`src/sv/cco_pkg.sv`:
```
// types, widths and helper functions for the capsule overlap pipeline
// used by every module of the block
package cco_pkg;

   localparam int COORD_W = 16;
   localparam int POINT_W = 3 * COORD_W;
   localparam int RAD_W   = 16;
   localparam int DIFF_W  = COORD_W + 1;
   localparam int DOT_W   = 36;
   localparam int WIDE_W  = 2 * DOT_W;
   localparam int TNUM_W  = 56;
   localparam int PARAM_W = 17;
   localparam int DIST_W  = 40;
   localparam int RS_W    = RAD_W + 1;
   localparam int RS2_W   = 2 * RS_W;
   localparam int SQ_W    = 2 * DIFF_W;
   localparam int LIM_W   = 16;

   localparam logic [PARAM_W-1:0] ONE_Q16 = PARAM_W'(65536);
   localparam logic [LIM_W-1:0]   LIMIT_RESET = LIM_W'(1);

   typedef logic [2:0][COORD_W-1:0] coord3_type;
   typedef logic [2:0][DIFF_W-1:0]  diff3_type;

   typedef struct packed {
      logic [POINT_W-1:0] seg_a_start;
      logic [POINT_W-1:0] seg_a_end;
      logic [POINT_W-1:0] seg_b_start;
      logic [POINT_W-1:0] seg_b_end;
      logic [RAD_W-1:0]   radius_a;
      logic [RAD_W-1:0]   radius_b;
   } req_type;

   typedef struct packed {
      logic               overlap;
      logic [PARAM_W-1:0] param_s;
      logic [PARAM_W-1:0] param_t;
      logic [POINT_W-1:0] closest_on_a;
      logic [POINT_W-1:0] closest_on_b;
      logic [DIST_W-1:0]  dist_squared;
   } rsp_type;

   typedef struct packed {
      coord3_type p1;
      coord3_type q1;
      diff3_type  d1;
      diff3_type  d2;
   } geo_type;

   typedef struct packed {
      geo_type           geo;
      diff3_type         r;
      logic [RS2_W-1:0]  rs2;
   } st1_type;

   typedef struct packed {
      geo_type                  geo;
      logic [RS2_W-1:0]         rs2;
      logic signed [DOT_W-1:0]  a;
      logic signed [DOT_W-1:0]  b;
      logic signed [DOT_W-1:0]  c;
      logic signed [DOT_W-1:0]  e;
      logic signed [DOT_W-1:0]  f;
   } st2_type;

   typedef struct packed {
      st2_type                  dots;
      logic                     deg_a;
      logic                     deg_e;
   } side1_type;

   typedef struct packed {
      side1_type                side;
      logic signed [WIDE_W-1:0] ae;
      logic signed [WIDE_W-1:0] bb;
      logic signed [WIDE_W-1:0] bf;
      logic signed [WIDE_W-1:0] ce;
   } st3_type;

   typedef struct packed {
      side1_type                side;
      logic signed [WIDE_W-1:0] num;
      logic signed [WIDE_W-1:0] den;
   } st4_type;

   typedef struct packed {
      side1_type                side;
      logic [PARAM_W-1:0]       s0;
      logic signed [TNUM_W-1:0] tnum;
   } st5_type;

   typedef struct packed {
      geo_type             geo;
      logic [RS2_W-1:0]    rs2;
      logic                tgt_t;
      logic [PARAM_W-1:0]  fixed;
   } side2_type;

   typedef struct packed {
      side2_type                side;
      logic signed [TNUM_W-1:0] num;
      logic signed [TNUM_W-1:0] den;
   } st6_type;

   typedef struct packed {
      logic [PARAM_W-1:0] s;
      logic [PARAM_W-1:0] t;
      coord3_type         ca;
      coord3_type         cb;
      logic [RS2_W-1:0]   rs2;
   } st7_type;

   typedef struct packed {
      logic [PARAM_W-1:0]    s;
      logic [PARAM_W-1:0]    t;
      coord3_type            ca;
      coord3_type            cb;
      logic [RS2_W-1:0]      rs2;
      logic [2:0][SQ_W-1:0]  sq;
   } st8_type;

   function automatic logic [COORD_W-1:0] coord_of(logic [POINT_W-1:0] p, int k);
      return p[COORD_W*k +: COORD_W];
   endfunction

   function automatic logic signed [DOT_W-1:0] dot3(diff3_type x, diff3_type y);
      logic signed [DOT_W-1:0]    acc;
      logic signed [DIFF_W-1:0]   xs;
      logic signed [DIFF_W-1:0]   ys;
      logic signed [2*DIFF_W-1:0] pr;
      acc = '0;
      for (int k = 0; k < 3; k++) begin
         xs  = $signed(x[k]);
         ys  = $signed(y[k]);
         pr  = xs * ys;
         acc = acc + DOT_W'(pr);
      end
      return acc;
   endfunction

   // start + round(d * p / 2^16), ties toward plus infinity
   function automatic logic [COORD_W-1:0] along(logic [COORD_W-1:0] start,
                                                logic [DIFF_W-1:0] d,
                                                logic [PARAM_W-1:0] p);
      logic signed [DIFF_W+PARAM_W:0]   prod;
      logic signed [DIFF_W+PARAM_W+1:0] rnd;
      logic signed [COORD_W+3:0]        stp;
      logic signed [COORD_W+3:0]        sum;
      prod = $signed(d) * $signed({1'b0, p});
      rnd  = (DIFF_W+PARAM_W+2)'(prod) + (DIFF_W+PARAM_W+2)'(32768);
      stp  = (COORD_W+4)'(rnd >>> 16);
      sum  = (COORD_W+4)'($signed(start)) + stp;
      return sum[COORD_W-1:0];
   endfunction

endpackage

```
`src/sv/cco_frac.sv`:
```
// pipelined clamped fraction unit: q = clamp(num / den) in Q1.16, one bit per stage
// depends on cco_pkg
module cco_frac import cco_pkg::*; #(
   parameter int NUM_W  = TNUM_W,
   parameter int SIDE_W = 1
) (
   input  logic                     clock,
   input  logic                     reset,
   input  logic                     in_valid,
   output logic                     in_ready,
   input  logic signed [NUM_W-1:0]  in_num,
   input  logic signed [NUM_W-1:0]  in_den,
   input  logic [SIDE_W-1:0]        in_side,
   output logic                     out_valid,
   input  logic                     out_ready,
   output logic [PARAM_W-1:0]       out_q,
   output logic [SIDE_W-1:0]        out_side
);

   localparam int STEPS = PARAM_W - 1;

   logic               v_ff    [0:STEPS];
   logic               done_ff [0:STEPS];
   logic [NUM_W-1:0]   rem_ff  [0:STEPS];
   logic [NUM_W-1:0]   den_ff  [0:STEPS];
   logic [PARAM_W-1:0] q_ff    [0:STEPS];
   logic [SIDE_W-1:0]  side_ff [0:STEPS];
   logic               rdy     [0:STEPS+1];

   assign rdy[STEPS+1] = out_ready;
   assign in_ready     = rdy[0];
   assign out_valid    = v_ff[STEPS];
   assign out_q        = q_ff[STEPS];
   assign out_side     = side_ff[STEPS];

   for (genvar k = 0; k <= STEPS; k++) begin : g_stage
      logic               vin;
      logic               done_in;
      logic [NUM_W-1:0]   rem_in;
      logic [NUM_W-1:0]   den_in;
      logic [PARAM_W-1:0] q_in;
      logic [SIDE_W-1:0]  side_in;

      assign rdy[k] = !v_ff[k] || rdy[k+1];

      if (k == 0) begin : g_pre
         logic nonpos;
         logic big;
         assign nonpos  = in_num[NUM_W-1] || (in_num == '0);
         assign big     = in_num >= in_den;
         assign vin     = in_valid;
         assign done_in = nonpos || big;
         assign q_in    = (!nonpos && big) ? ONE_Q16 : '0;
         assign rem_in  = in_num;
         assign den_in  = in_den;
         assign side_in = in_side;
      end else begin : g_step
         logic [NUM_W:0] rem2;
         logic [NUM_W:0] diff;
         logic           ge;
         // remainder stays below den, so the doubled value fits one extra bit
         assign rem2    = {rem_ff[k-1], 1'b0};
         assign diff    = rem2 - {1'b0, den_ff[k-1]};
         assign ge      = rem2 >= {1'b0, den_ff[k-1]};
         assign vin     = v_ff[k-1];
         assign done_in = done_ff[k-1];
         assign rem_in  = done_ff[k-1] ? rem_ff[k-1] :
                          (ge ? diff[NUM_W-1:0] : rem2[NUM_W-1:0]);
         assign q_in    = done_ff[k-1] ? q_ff[k-1] : {q_ff[k-1][PARAM_W-2:0], ge};
         assign den_in  = den_ff[k-1];
         assign side_in = side_ff[k-1];
      end

      always_ff @(posedge clock) begin
         if (reset) begin
            v_ff[k] <= 1'b0;
         end else if (rdy[k]) begin
            v_ff[k] <= vin;
         end
      end

      always_ff @(posedge clock) begin
         if (rdy[k] && vin) begin
            done_ff[k] <= done_in;
            rem_ff[k]  <= rem_in;
            den_ff[k]  <= den_in;
            q_ff[k]    <= q_in;
            side_ff[k] <= side_in;
         end
      end
   end

endmodule

```
`config.mk`:
```
export PLATFORM = sky130hd
export DESIGN_NAME = cco_frac
export DESIGN_NICKNAME = d
export VERILOG_FILES = /design/src/sv/cco_pkg.sv /design/src/sv/cco_frac.sv
export SDC_FILE = /design/constraint.sdc
export NUM_CORES = 2
export LEC_CHECK = 0
export BUFFER_PORTS_ARGS = -buffer_cell sky130_fd_sc_hd__buf_2
export CAP_MARGIN = 20
export CORE_MARGIN = 2
export CORE_UTILIZATION = 40
export CTS_CLUSTER_SIZE = 40
export DETAILED_ROUTE_END_ITERATION = 10
export HOLD_SLACK_MARGIN = 0.1
export PLACE_DENSITY = 0.62
export RECOVER_POWER = 50
export SLEW_MARGIN = 0
export SYNTH_ARGS = -nofsm -noshare
export SYNTH_HDL_FRONTEND = slang
export SYNTH_SLANG_ARGS = --single-unit
```
`constraint.sdc`:
```
create_clock -name clock -period 12.85 [get_ports clock]
set_input_delay 0.6425 -clock clock [delete_from_list [all_inputs] [get_ports clock]]
set_output_delay 0.6425 -clock clock [all_outputs]
set_load 0.02 [all_outputs]
```
==> metrics.csv <==
stage,metric,value,unit
die,core_area,327000,µm²
synthesis,synth-seq-cells,1995,
critical_path,cp_data_arrival_time,6.92,ns
power,power_density,99.4,nW/µm²
final_layout,drive_above_1_share,9.37,%
global_routing,grt.total_usage,17.8,%
critical_path,path_class,flop to flop,
placement,portBuffers,136,
placement,place_area,136000,µm²
clock_tree,cts_buffers,226,
clock_tree,cts_tree,yes,
synthesis,async_flop_share,0,%
timing,maxSlewViolCount,1499,
critical_path,cp_top_family,buffers and inverters,
clock_tree,cts-root-buf,clkbuf_16,
critical_path,critPathMaxFanout,67,
global_routing,grt_pass1_vias,90792,
clock_tree,path_clk_slew,0.06,ns
global_routing,grt_pass1_wl,481,mm
die,ios,137,
synthesis,yosys-top-cells-area,"edfxtp_1 46%, ha_1 9.1%, mux2_2 6.3%",
final_layout,multi_input_comb_area,64700,µm²
run_status,status,finished with violations,
run_status,violations,"capacitance limit, slew limit",
final_layout,fillCellCount,31206,
critical_path,cp.required,13.25,ns
power,p_switching,3.04,mW
die,fp.dieW,577,µm
drt,ant_nets,0,
power,p_int,11.3,mW
critical_path,cpMaxStageDelayCell,clkbuf_1,
timing,skew,0.0398,ns
drt,first_pass_iters,6,
synthesis,seq_area_frac_synth,45.6,%
placement,place_congestion,0.945,
critical_path,cp_cell_sequence,"nor2b_1, nand3_1, nor2_1, nor2b_4, clkbuf_1, clkbuf_1",
drt,wl,302,mm
final_layout,stdcell_count,17525,
timing,timing.final.hold_violations,0,
timing,worst_pin_slew,3.76,ns
timing,finalSetupViolations,0,
die,row_count,210,
critical_path,cp-start-kind,flop,
synthesis,avgSynthCellArea,10.1,µm²
drt,vias,91620,
clock_tree,cts_setup_buffers,0,
clock_tree,clk_latency,0.90,ns
synthesis,netlist_instances,12947,
die,dieArea,333000,µm²
power,p_clk_share,44.8,%
global_routing,overflow,0,
critical_path,crit_path_frequent_cell,clkbuf_1,
critical_path,setup.worst_path.end_class,flop,
hold_path,min_path_type,primary input to flop,
clock_tree,cts_max_level,4,
critical_path,critPathBufInv,2,
power,vdd_drop_max,0.106,mV
drt,drc_errors,0,
timing,maxSlewHeadroom,-151,%
synthesis,ys_types,103,
final_layout,most-common-layout-cells,"1,995 x edfxtp_1, 1,306 x inv_1, 1,256 x a21oi_1",
drt,vias_per_cell,5.23,
clock_tree,cts_buffer_depth,4,
synthesis,syn_area,131000,µm²
power,p_leak,57.7,nW
timing,rsz0062_at_grt,no,
critical_path,crit_path_max_incr_delay,2.72,ns
placement,dp_cells,16991,
synthesis,synth_top_area_cell,edfxtp_1,
final_layout,layout_commonest_cell,edfxtp_1,
final_layout,area_growth,10.0,%
synthesis,synth_fp_nets,14030,
final_layout,register_area,59900,µm²
timing,setup-tns-final,0,ns
synthesis,ys.flop_type,edfxtp_1,
die,die-height,577,µm
drt,wl_per_cell,17.2,µm
synthesis,synth_warnings,0,
synthesis,synth_edf_count,1995,
timing,fmax,153,MHz
clock_tree,cts_num_sinks,1995,
job,max_cap_violations,27,
die,initial_core_util,40.2,%
timing,post-route-period-util,50.8,%
power,p_seq_share,50.1,%
final_layout,final_area,145000,µm²
synthesis,synth_top_area_share,45.6,%
power,switching_share,21.2,%
timing,fin_hold_ws,0.351,ns
timing,layout_min_cycle_time,6.53,ns
power,combinationalPowerShare,5.1,%
global_routing,grt_antenna_before_repair,4,
drt,drt_iter0_drc,4507,
global_routing,grt_start_max_net_pins,115,
final_layout,fin_nets,14070,
placement,hpwl,238,mm
==> power groups by stage <==
stage	logic (mW)	registers (mW)	clock network [mW]
6_report	0.727	7.20	6.44
3_3_place_gp	0.695	7.34	0
3_5_place_dp	0.698	7.34	0
4_1_cts	0.728	7.20	6.62
5_1_grt	0.817	7.21	6.86
2_1_floorplan	0.539	7.33	0
==> sequential cells by signal (all words and copies together) (netlist names) <==
register,cells
den_ff,896
rem_ff,896
q_ff,153
side_ff,17
v_ff,17
done_ff,16
==> metrics by stage <==
stage	setup WS [ns]	power [mW]	utilization, %
CTS	7.33	14.6	44.3
floorplan	2.07	7.87	-
global route	5.61	14.9	44.2
global placement	6.86	8.03	41.7
finish	6.32	14.4	44.2
detailed placement	7.35	8.04	41.7
==> per-layer routing <==
layer | vias up | track usage (%) | share of wire [%]
met5 | - | 0 | 0
met4 | 0 | 9.81 | 6.1
met3 | 630 | 1.69 | 2.5
met2 | 1450 | 32.2 | 49
met1 | 42232 | 20.7 | 42
li1 | 47308 | - | -
==> worst reg2reg max path: cells and delay by family, from the launching register on <==
family	cells	cell delay, ns
buffers and inverters	2	4.97
and+or+nand+nor	4	0.60
DFF	1	0.38
==> repair_timing <==
action,CTS,global route
hold buffers,113,0
endpoints found under the hold margin,113,0
resized for setup,0,0
==> final cells by class <==
type | instances | share of cell area, %
clock inverter | 130 | 0.983
antenna | 13 | 0.0225
inverter | 1307 | 3.39
timing repair buffer | 344 | 1.55
tap | 4346 | 3.76
sequential | 1995 | 41.4
multi-input combinational | 9113 | 44.7
clock buffer | 277 | 4.10
==> worst paths after layout <==
check	startpoint	end	slack, ns	cells past startpoint
max reg2reg	v_ff[16]	rem_ff[0][673]	6.32	6
min reg2reg	side_ff[14]	side_ff[15]	0.42	0
min	reset	v_ff[16]	0.35	2
max	v_ff[16]	rem_ff[0][673]	6.32	6
==> kinds of logic after synthesis <==
group | share of synthesized area, %
flops | 45.6
compound gates | 17.5
simple gates | 10.4
fa+ha+maj | 9.28
buf+inv | 5.34
xor+xnor | 5.01
mux | 6.92
==> cells in the mapped netlist, types with 123 or more instances <==
cell      count
nor2_1      711
nand2_1     974
a21oi_1    1258
a21o_1      532
ha_1        951
inv_1      1306
a211oi_1    140
nand3_1     178
clkbuf_1    434
xnor2_1     421
o21bai_1    146
edfxtp_1   1995
nand4_1     204
o21ai_0     892
nand2b_1    123
mux2_2      739
xor2_1      331
nor2b_1     176
Power figures use the tool's default switching activity.
